**src/hw/rtl/wsd_pkg.sv**
```systemverilog
// Shared types and constants for the WebSocket frame deframer.
// Holds the parse phase encoding, header code values and the result record.
// No dependencies.
`timescale 1ns / 1ps
`default_nettype none

package wsd_pkg;

  // Parse phases of one frame.
  typedef enum logic [2:0] {
    PH_HDR0 = 3'd0,
    PH_HDR1 = 3'd1,
    PH_EXT  = 3'd2,
    PH_KEY  = 3'd3,
    PH_DATA = 3'd4
  } wsd_phase_e;

  localparam logic [3:0] OPC_CLOSE      = 4'h8;
  localparam logic [6:0] LEN7_EXT16     = 7'd126;
  localparam logic [6:0] LEN7_EXT64     = 7'd127;
  localparam logic [3:0] EXT16_BYTES    = 4'd2;
  localparam logic [3:0] EXT64_BYTES    = 4'd8;
  localparam logic [1:0] KEY_LAST_INDEX = 2'd3;

  // One result of the parser, valid only together with a step.
  typedef struct packed {
    logic       valid;
    logic [7:0] data_byte;
    logic       has_data;
    logic [3:0] opcode;
    logic       fin;
    logic       last;
    logic       close;
  } wsd_result_t;

endpackage

`default_nettype wire

```
**src/hw/rtl/wsd_parser.sv**
```systemverilog
// Frame header parser and payload unmasking for the WebSocket deframer.
// Holds all parse state; depends on wsd_pkg.
`timescale 1ns / 1ps
`default_nettype none

module wsd_parser (
  input  wire                  clk_i,
  input  wire                  rst_ni,
  input  wire                  step_i,
  input  wire [7:0]            byte_i,
  output wsd_pkg::wsd_result_t result_o
);
  import wsd_pkg::*;

  wsd_phase_e  phase_q, phase_d;
  logic [3:0]  ext_count_q, ext_count_d;
  logic [63:0] remaining_len_q, remaining_len_d;
  logic [31:0] mask_key_q, mask_key_d;
  logic [1:0]  key_index_q, key_index_d;
  logic [3:0]  hdr_opcode_q, hdr_opcode_d;
  logic        hdr_fin_q, hdr_fin_d;
  logic        hdr_masked_q, hdr_masked_d;
  logic        halted_q, halted_d;

  // Derived values for the two decoders; key_byte and key_shift serve only the result decoder.
  logic [6:0]  len7;
  logic [3:0]  ext_cnt_dec;
  logic [63:0] rem_shift;
  logic        data_last;
  logic [7:0]  key_byte;
  logic [4:0]  key_shift;

  assign len7        = byte_i[6:0];
  assign ext_cnt_dec = (ext_count_q == 4'd0) ? 4'd0 : ext_count_q - 4'd1;
  assign rem_shift   = {remaining_len_q[55:0], byte_i};
  assign data_last   = (remaining_len_q[63:1] == 63'd0);
  // Key byte 0 sits in the top byte of the key register.
  assign key_shift   = {~key_index_q, 3'b000};
  assign key_byte    = mask_key_q[key_shift +: 8];

  // Result decoder.
  always_comb begin
    result_o        = '0;
    result_o.opcode = hdr_opcode_q;
    result_o.fin    = hdr_fin_q;
    if (!halted_q) begin
      unique case (phase_q)
        PH_HDR1: begin
          if (len7 != LEN7_EXT16 && len7 != LEN7_EXT64 && !byte_i[7] && len7 == 7'd0) begin
            result_o.valid = 1'b1;
            result_o.last  = 1'b1;
          end
        end
        PH_EXT: begin
          if (ext_cnt_dec == 4'd0 && !hdr_masked_q && rem_shift == 64'd0) begin
            result_o.valid = 1'b1;
            result_o.last  = 1'b1;
          end
        end
        PH_KEY: begin
          if (key_index_q == KEY_LAST_INDEX && remaining_len_q == 64'd0) begin
            result_o.valid = 1'b1;
            result_o.last  = 1'b1;
          end
        end
        PH_DATA: begin
          result_o.valid     = 1'b1;
          result_o.has_data  = 1'b1;
          result_o.data_byte = hdr_masked_q ? (byte_i ^ key_byte) : byte_i;
          result_o.last      = data_last;
        end
        default: begin
          result_o.valid = 1'b0;
        end
      endcase
    end
    result_o.close = result_o.last && (hdr_opcode_q == OPC_CLOSE);
  end

  // Next-state decoder.
  always_comb begin
    phase_d         = phase_q;
    ext_count_d     = ext_count_q;
    remaining_len_d = remaining_len_q;
    mask_key_d      = mask_key_q;
    key_index_d     = key_index_q;
    hdr_opcode_d    = hdr_opcode_q;
    hdr_fin_d       = hdr_fin_q;
    hdr_masked_d    = hdr_masked_q;
    halted_d        = halted_q;
    if (step_i && !halted_q) begin
      unique case (phase_q)
        PH_HDR1: begin
          hdr_masked_d    = byte_i[7];
          remaining_len_d = 64'd0;
          if (len7 == LEN7_EXT16) begin
            ext_count_d = EXT16_BYTES;
            phase_d     = PH_EXT;
          end else if (len7 == LEN7_EXT64) begin
            ext_count_d = EXT64_BYTES;
            phase_d     = PH_EXT;
          end else begin
            remaining_len_d = {57'd0, len7};
            key_index_d     = 2'd0;
            if (byte_i[7]) begin
              phase_d    = PH_KEY;
              mask_key_d = 32'd0;
            end else begin
              phase_d = PH_DATA;
            end
          end
        end
        PH_EXT: begin
          remaining_len_d = rem_shift;
          ext_count_d     = ext_cnt_dec;
          if (ext_cnt_dec == 4'd0) begin
            key_index_d = 2'd0;
            if (hdr_masked_q) begin
              phase_d    = PH_KEY;
              mask_key_d = 32'd0;
            end else begin
              phase_d = PH_DATA;
            end
          end
        end
        PH_KEY: begin
          mask_key_d = {mask_key_q[23:0], byte_i};
          if (key_index_q == KEY_LAST_INDEX) begin
            key_index_d = 2'd0;
            phase_d     = PH_DATA;
          end else begin
            key_index_d = key_index_q + 2'd1;
          end
        end
        PH_DATA: begin
          key_index_d     = key_index_q + 2'd1;
          remaining_len_d = data_last ? 64'd0 : remaining_len_q - 64'd1;
        end
        default: begin
          hdr_fin_d       = byte_i[7];
          hdr_opcode_d    = byte_i[3:0];
          hdr_masked_d    = 1'b0;
          ext_count_d     = 4'd0;
          remaining_len_d = 64'd0;
          key_index_d     = 2'd0;
          phase_d         = PH_HDR1;
        end
      endcase
      // The end of a frame returns to the first header byte.
      if (result_o.valid && result_o.last) begin
        phase_d     = PH_HDR0;
        key_index_d = 2'd0;
        if (result_o.close) begin
          halted_d = 1'b1;
        end
      end
    end
  end

  always_ff @(posedge clk_i or negedge rst_ni) begin
    if (!rst_ni) begin
      phase_q         <= PH_HDR0;
      ext_count_q     <= 4'd0;
      remaining_len_q <= 64'd0;
      mask_key_q      <= 32'd0;
      key_index_q     <= 2'd0;
      hdr_opcode_q    <= 4'd0;
      hdr_fin_q       <= 1'b0;
      hdr_masked_q    <= 1'b0;
      halted_q        <= 1'b0;
    end else begin
      phase_q         <= phase_d;
      ext_count_q     <= ext_count_d;
      remaining_len_q <= remaining_len_d;
      mask_key_q      <= mask_key_d;
      key_index_q     <= key_index_d;
      hdr_opcode_q    <= hdr_opcode_d;
      hdr_fin_q       <= hdr_fin_d;
      hdr_masked_q    <= hdr_masked_d;
      halted_q        <= halted_d;
    end
  end

  // A payload phase always has at least one byte left to deliver.
  a_data_len_nonzero: assert property (@(posedge clk_i) disable iff (!rst_ni)
    (phase_q == PH_DATA) |-> (remaining_len_q != 64'd0))
    else $error("payload phase with zero remaining length");

  // Completing a close frame halts the parser on the next cycle.
  a_close_halts: assert property (@(posedge clk_i) disable iff (!rst_ni)
    (step_i && result_o.valid && result_o.close) |=> halted_q)
    else $error("close frame completed without halting");

  // Once halted, the parser stays halted until reset.
  a_halt_sticky: assert property (@(posedge clk_i) disable iff (!rst_ni)
    halted_q |=> halted_q)
    else $error("halt released without reset");

  // A halted parser produces no results.
  a_halt_silent: assert property (@(posedge clk_i) disable iff (!rst_ni)
    halted_q |-> !result_o.valid)
    else $error("result produced while halted");

endmodule

`default_nettype wire

```
**src/hw/rtl/websocket_frame_deframer_top.sv**
```systemverilog
// Top level of the WebSocket frame deframer: input register, parser, result register.
// Depends on wsd_pkg and wsd_parser.
//
//   Channel | Direction | Handshake               | Payload
//   --------+-----------+-------------------------+------------------------------------------
//   in      | input     | in_valid_i / in_stall_o | rx_byte_i
//   out     | output    | out_valid_o/ out_stall_i| data_byte_o, has_data_o, frame_opcode_o,
//           |           |                         | frame_final_o, frame_last_o, close_seen_o
//
// One byte transaction is accepted per cycle while the output does not stall. A byte waits in
// the input register while the parser works on it, and the result register takes the outcome
// when it has room. Header, extended length and key bytes give no result, except the byte that
// completes the header of a frame with an empty payload.
// Reset is asynchronous and active low; it returns the parser to the first header byte and
// empties both registers. A stall on the output holds the result register and backs up into
// the input register, which then raises in_stall_o.
`timescale 1ns / 1ps
`default_nettype none

module websocket_frame_deframer_top (
  input  wire        clk_i,
  input  wire        rst_ni,
  // Received byte stream.
  input  wire        in_valid_i,
  output logic       in_stall_o,
  input  wire [7:0]  rx_byte_i,
  // Deframed payload bytes.
  output logic       out_valid_o,
  input  wire        out_stall_i,
  output logic [7:0] data_byte_o,
  output logic       has_data_o,
  output logic [3:0] frame_opcode_o,
  output logic       frame_final_o,
  output logic       frame_last_o,
  output logic       close_seen_o
);
  import wsd_pkg::*;

  // Input register: one byte waiting for the parser.
  logic        in_valid_q;
  logic [7:0]  in_byte_q;

  // Result register.
  logic        out_valid_q;
  wsd_result_t out_res_q;

  logic        out_ready;
  logic        step;
  wsd_result_t result;

  // The result register can take a new result when it is empty or being drained this cycle.
  assign out_ready  = !out_valid_q || !out_stall_i;
  // The parser advances by one byte whenever a byte is held and its result has a place to go.
  assign step       = in_valid_q && out_ready;
  assign in_stall_o = in_valid_q && !out_ready;

  wsd_parser u_parser (
    .clk_i    (clk_i),
    .rst_ni   (rst_ni),
    .step_i   (step),
    .byte_i   (in_byte_q),
    .result_o (result)
  );

  always_ff @(posedge clk_i or negedge rst_ni) begin
    if (!rst_ni) begin
      in_valid_q <= 1'b0;
    end else if (!in_stall_o) begin
      in_valid_q <= in_valid_i;
    end
  end

  always_ff @(posedge clk_i) begin
    if (!in_stall_o) begin
      in_byte_q <= rx_byte_i;
    end
  end

  always_ff @(posedge clk_i or negedge rst_ni) begin
    if (!rst_ni) begin
      out_valid_q <= 1'b0;
    end else if (out_ready) begin
      out_valid_q <= step && result.valid;
    end
  end

  always_ff @(posedge clk_i) begin
    if (out_ready && step && result.valid) begin
      out_res_q <= result;
    end
  end

  assign out_valid_o    = out_valid_q;
  assign data_byte_o    = out_res_q.data_byte;
  assign has_data_o     = out_res_q.has_data;
  assign frame_opcode_o = out_res_q.opcode;
  assign frame_final_o  = out_res_q.fin;
  assign frame_last_o   = out_res_q.last;
  assign close_seen_o   = out_res_q.close;

endmodule

`default_nettype wire

```
**config.mk**
```make
export PLATFORM = sky130hd
export DESIGN_NAME = websocket_frame_deframer_top
export DESIGN_NICKNAME = d
export VERILOG_FILES = /design/src/hw/rtl/wsd_pkg.sv /design/src/hw/rtl/wsd_parser.sv /design/src/hw/rtl/websocket_frame_deframer_top.sv
export SDC_FILE = /design/constraint.sdc
export NUM_CORES = 1
export LEC_CHECK = 0
export BUFFER_PORTS_ARGS = -buffer_cell sky130_fd_sc_hd__buf_4
export CAP_MARGIN = 20
export CORE_MARGIN = 5
export CORE_UTILIZATION = 46
export CTS_CLUSTER_DIAMETER = 120
export DETAILED_ROUTE_END_ITERATION = 10
export PLACE_DENSITY = 0.73
export SETUP_SLACK_MARGIN = 0.3
export SKIP_LAST_GASP = 1
export SLEW_MARGIN = 5
export SYNTH_ARGS = -nofsm -noshare
export SYNTH_HDL_FRONTEND = slang
export SYNTH_SLANG_ARGS = --single-unit
```
**constraint.sdc**
```tcl
create_clock -name clk_i -period 7.65 [get_ports clk_i]
set_input_delay 1.1475 -clock clk_i [delete_from_list [all_inputs] [get_ports clk_i]]
set_output_delay 1.1475 -clock clk_i [all_outputs]
set_load 0.02 [all_outputs]
```
Word level (Yosys, flattened, before mapping):

Index checks and enable logic that the tools add are counted.

* add/subtract/negate cells: 3
* equal/unequal tests: 21
* shift operators: 1
* muxes and demuxes: 38
* bitwise operators: 7
* reductions and logical operators: 40

Operator list (number)
* case mux 64 bit (4 select lines): 1
* two-way mux 32 bit: 5
* zero test 64 bit: 2
* two-way mux 64 bit: 2
* case mux 32 bit (3 select lines): 1
* subtractor 64 x 1 -> 64 bit (second input constant): 1
* zero test 63 bit: 1
* variable part select 32 x 6 -> 8 bit: 1
* two-way mux 3 bit: 7
* == test 7 bit (second input constant): 2
* logical AND 1 bit: 14
* inequality test 7 bit (second input constant): 2
* two-way mux 4 bit: 3
* case mux 3 bit (4 select lines): 1
* case mux 4 bit (3 select lines): 1
* two-way mux 10 bit: 1
* two-way mux 2 bit: 5
* two-way mux 9 bit: 1
* inequality test 3 x 1 -> 1 bit (second input constant): 3
* zero test 4 bit: 2
* two-way mux 8 bit: 1
* case mux 1 bit (4 select lines): 2
* case mux 2 bit (4 select lines): 1
* AND reduction 4 bit: 2
* 26 further kinds: 48

* register bits: 138
* input port bits: 12
* output and inout bits: 18

Depth between registers and ports, before layout:

* depth in word-level cells: 11
* depth in mapped cells: 10
* mapped depth without buffers: 8

By module:

Synthesis repeated with hierarchy kept, for this count alone.

* cells, all modules: 785
* area, all modules: 7497.2 um^2

By module, submodules not included
* wsd_parser: instances 1, cells an instance 751, area each 6688.9 um^2, seq. area each 2802.7 um^2
* websocket_frame_deframer_top: instances 1, cells an instance 34, area each 808.3 um^2, seq. area each 770.7 um^2

Worst setup path after synthesis:

OpenSTA, ideal clock, no wires.

* path type: in2reg
* start: input out_stall_i
* end: register out_res_q, in the netlist close_seen_o (enable)
* library setup time: 0.395 ns
* arrival: 2.629 ns
* setup slack: 4.626 ns
* stages on the path: 4
* path buffers: 1
* path through: and2_1 -> or2_2 -> clkbuf_1 -> a21oi_1

* longest elaborated chain between the ends: 5

Ends and longest elaborated chain
* start: declaration: line websocket_frame_deframer_top.sv:29 `input wire out_stall_i,`
* zero test 1 bit (*): line websocket_frame_deframer_top.sv:52 `assign out_ready = !out_valid_q || !out_stall_i;`
* logical OR 1 bit (*): line websocket_frame_deframer_top.sv:52
* logical AND 1 bit: line websocket_frame_deframer_top.sv:54 `assign step = in_valid_q && out_ready;`
* logical AND 1 bit (*) (2 in a row): line websocket_frame_deframer_top.sv:88 `if (out_ready && step && result.valid) begin`
* end signal: assignment: line websocket_frame_deframer_top.sv:89 `out_res_q <= result;`
* end: declaration: line websocket_frame_deframer_top.sv:45 `wsd_result_t out_res_q;`

Every way passes the cells marked *; elsewhere a longest branch is shown, timed or not.
A chain may end at the register's enable or synchronous reset.

Final worst setup path:

* start: register u_parser.remaining_len_q[1]
* end: register u_parser.remaining_len_q[58]

* longest elaborated chain between the ends: 3
* elaborated cells between the ends (all ways): 4

Ends and longest elaborated chain
* start: declaration: line wsd_parser.sv:17 `logic [63:0] remaining_len_q, remaining_len_d;`
* start signal: assignment: line wsd_parser.sv:174 `remaining_len_q <= remaining_len_d;`
* subtractor 64 x 1 -> 64 bit or zero test 63 bit (tied branches): line wsd_parser.sv:137, wsd_parser.sv:36
* two-way mux 64 bit (*): line wsd_parser.sv:137 `remaining_len_d = data_last ? 64'd0 : remaining_len_q - 64'd1;`
* case mux 64 bit (4 select lines) (*): line wsd_parser.sv:92 `unique case (phase_q)`

Marked as above.

==> metrics <==
final-layout setup total negative slack 0 ns; compound-cell area share of the yosys netlist 20.38%; Hold Fails Final Rpt 0; mean routed wirelength per cell 17.94 um; TritonCTS clock tree done; achievable clock frequency 304.8 MHz; global-route wire length before repair 31,730 um; layout net count 831; Chip Width 137.9 um; number of buffer cells added on primary ports 29; Synth Area in XOR/XNOR 2.795%; number of cells on the worst reg-to-reg path 8; post-synthesis average cell area 9.249 um2; Slew Limit Headroom 28.37%; net count after synthesis 829; count of flip-flops with a built-in enable after synthesis 24; post-synthesis to final-layout area growth 11.75%; Via Count 6,389; die outline area 19,000 um2; sequential-to-total area share from yosys stat 47.52%; most used flip-flop cell after synthesis dfrtp_1; vertical die dimension 137.9 um; number of top-level pins 30; DR vias/cell 6.120; buffers from clock root to sink, at most 2; required time of the critical path 7.94 ns; final routed DRC violation total 0; RR Endpoint u_parser.remaining_len_q[58]$_DFFE_PN0P_; hold path startpoint u_parser.hdr_fin_q$_DFFE_PN0P_; starting utilization of the core area 47.17%; basic-gate share of the synthesized area counting and, or, nand and nor cells 21.31%; transition time at the pin with the least slew margin 1.074 ns; max-slew violation total from the final report 0; Filler Cell Count 1,451; clock network latency to the later pin of the worst-skew pair 0.42 ns; outcome finished clean; Iteration-0 DRC Markers 885; clock-pin slew on the worst setup and hold paths 0.06 ns; postcts setup bufs 0; Inserted Clock Buffers 17; sort of element at the start of the critical path register; combined area of all synthesized cells 7520 um2; Detailed Place HPWL 12,170 um; antenna violations before repair 0; kind of critical path reg2reg; post-synthesis async set-or-reset flop share 82.61%; Arrival @ worst endpoint 3.57 ns; crit path from u_parser.remaining_len_q[1]$_DFFE_PN0P_; fraction of synthesized area in multiplexers 3.278%; Final Routed Wirelength 18,730 um; portion of the clock cycle consumed by the worst path in the final layout 42.89%; vias in the first global route 6,025; remaining global-route overflow 0; setup slack of the critical path after layout 4.369 ns; share of synthesized cell area in full adder, half adder and majority cells 0.6656%; minimum clock period after layout 3.281 ns; standard-cell rows 46; endpoints failing setup 0; first-pass iteration count of the detailed router 7; number of clock sinks seen by CTS 138; clk_skew 0.008536 ns; number of storage elements in the synthesis netlist 138; count of yosys warnings during synthesis 0; RSZ-0062 raised after global routing false; number of inserted diodes 0; final weighted congestion of routability-driven global placement 0.9341; Clock Root Buffer clkbuf_16; worst hold path class reg2reg; core area 15,940 um2; largest net degree at the start of global routing 72; dominant combinational cell family by area after synthesis simple AND/OR/NAND/NOR gates; CP Capture Point u_parser.remaining_len_q[58]$_DFFE_PN0P_; remaining antenna violation count 0; number of violations of the max-capacitance limit 0; cells after synthesis 813; source of the worst register-to-register timing path u_parser.remaining_len_q[1]$_DFFE_PN0P_; share of post-route cells with drive strength above 1 11.71%; count of distinct cell types in the synthesized netlist 67; worst setup slack before clock tree synthesis 4.112 ns; Critical Path End Type register; # H-tree levels 4; post-cts resize count 0; GRT Resource Usage Total 21.14%; slack of the worst reg-to-reg path 4.37 ns; Worst Path Max Fanout 11; hold buffer count at CTS 0
[area by class of cell]
class                           count  area, um2  share of cell area, %
Sequential cell                   138       3573                  42.53
Timing Repair Buffer               37      277.8                  3.306
Multi-Input combinational cell    602       3657                  43.52
Inverter                           19      71.32                 0.8487
Clock buffer                       19      442.9                  5.271
Tap cell                          216      270.3                  3.216
Clock inverter                     13      110.1                  1.310
[metal layers]
metal,up-vias,part of all wire (%),GRT usage (%),wire length [um]
met4,0,2.3,7.025,439
met2,250,46,30.86,8707
met5,-,0,0,0
li1,3027,-,-,-
met3,39,6.1,5.152,1147
met1,3073,45,30.95,8434
[through the flow]
stage	hold slack, ns	std cells	cell area (um2)	utilization, %
global route	0.4780	1044	8403	52.71
CTS	0.4637	1044	8403	52.71
finish	0.4627	1044	8403	52.71
global placement	0.4271	1012	7850	49.24
detailed placement	0.4497	1012	7850	49.24
floorplan	0.4211	813	7520	-
[cells in the final DEF (no fill, tap or decap), drive strengths merged, types with 19 or more instances in the layout]
cell type  netlist  routed
dfrtp          114     114
o21ai           94      94
or3             29      29
a21oi           34      34
inv             19      24
clkbuf          45      19
edfxtp          24      24
a22oi           37      37
nor3            29      29
nand2          117     117
buf              9      37
nor2            47      47
nor4            22      22
[Yosys cell counts, types with 5 or more instances]
| cell type | n | share of area (%) |
|---|---|---|
| a21o_1 | 10 | 1.0 |
| nand3_1 | 15 | 1.0 |
| or2_2 | 9 | 0.75 |
| nor4_1 | 22 | 1.8 |
| or3_1 | 28 | 2.3 |
| nor2_1 | 47 | 2.3 |
| o211ai_1 | 7 | 0.70 |
| a221o_1 | 12 | 1.6 |
| o31ai_1 | 8 | 0.80 |
| nand2b_1 | 6 | 0.50 |
| a31oi_1 | 5 | 0.42 |
| inv_1 | 19 | 0.95 |
| edfxtp_1 | 24 | 9.6 |
| o21ai_0 | 92 | 6.1 |
| and2_1 | 7 | 0.58 |
| nand4_1 | 7 | 0.58 |
| nand2_1 | 117 | 5.8 |
| a22oi_1 | 37 | 3.7 |
| mux4_2 | 8 | 2.4 |
| a21oi_1 | 34 | 2.3 |
| xor2_1 | 9 | 1.0 |
| or4_1 | 14 | 1.4 |
| mux2_2 | 5 | 0.75 |
| clkbuf_1 | 44 | 2.2 |
| dfrtp_1 | 114 | 38 |
| nor3_1 | 29 | 1.9 |
| xnor2_1 | 15 | 1.7 |
[registers in the layout, summed over array words and instances, names as in the netlist, 3 cells and up]
register                  flops
u_parser.remaining_len_q     64
u_parser.mask_key_q          32
frame_opcode_o                4
u_parser.ext_count_q          4
data_byte_o                   8
u_parser.hdr_opcode_q         4
u_parser.phase_q              3
in_byte_q                     8
[worst max-delay path, stage by stage (launching register included)]
cell      delay [ns]
dfrtp_1         0.43
inv_1           0.10
ha_1            0.19
or4b_1          0.53
or2_1           0.36
or3_1           0.59
or3_1           0.49
o311ai_0        0.33
nand3_1         0.11
[worst min path at each step]
stage                                   end  slack [ns]  depth (start not counted)
CTS                 frame_final_o$_DFFE_PP_        0.46                          0
floorplan           frame_final_o$_DFFE_PP_        0.42                          0
detailed placement  frame_final_o$_DFFE_PP_        0.45                          0
global route        frame_final_o$_DFFE_PP_        0.48                          0
global placement    frame_final_o$_DFFE_PP_        0.43                          0
finish              frame_final_o$_DFFE_PP_        0.46                          0
[cells by family (layout without fill, tap and decap cells)]
group           Yosys count  after routing
mux                      14             14
fa+ha+maj                 4              4
buf+inv                  73             88
simple gates            322            322
compound gates          238            238
flops                   138            138
xor+xnor                 24             24
Power is not shown: default switching activity piles up to over one toggle a cycle in this logic, so the estimate is an artifact.
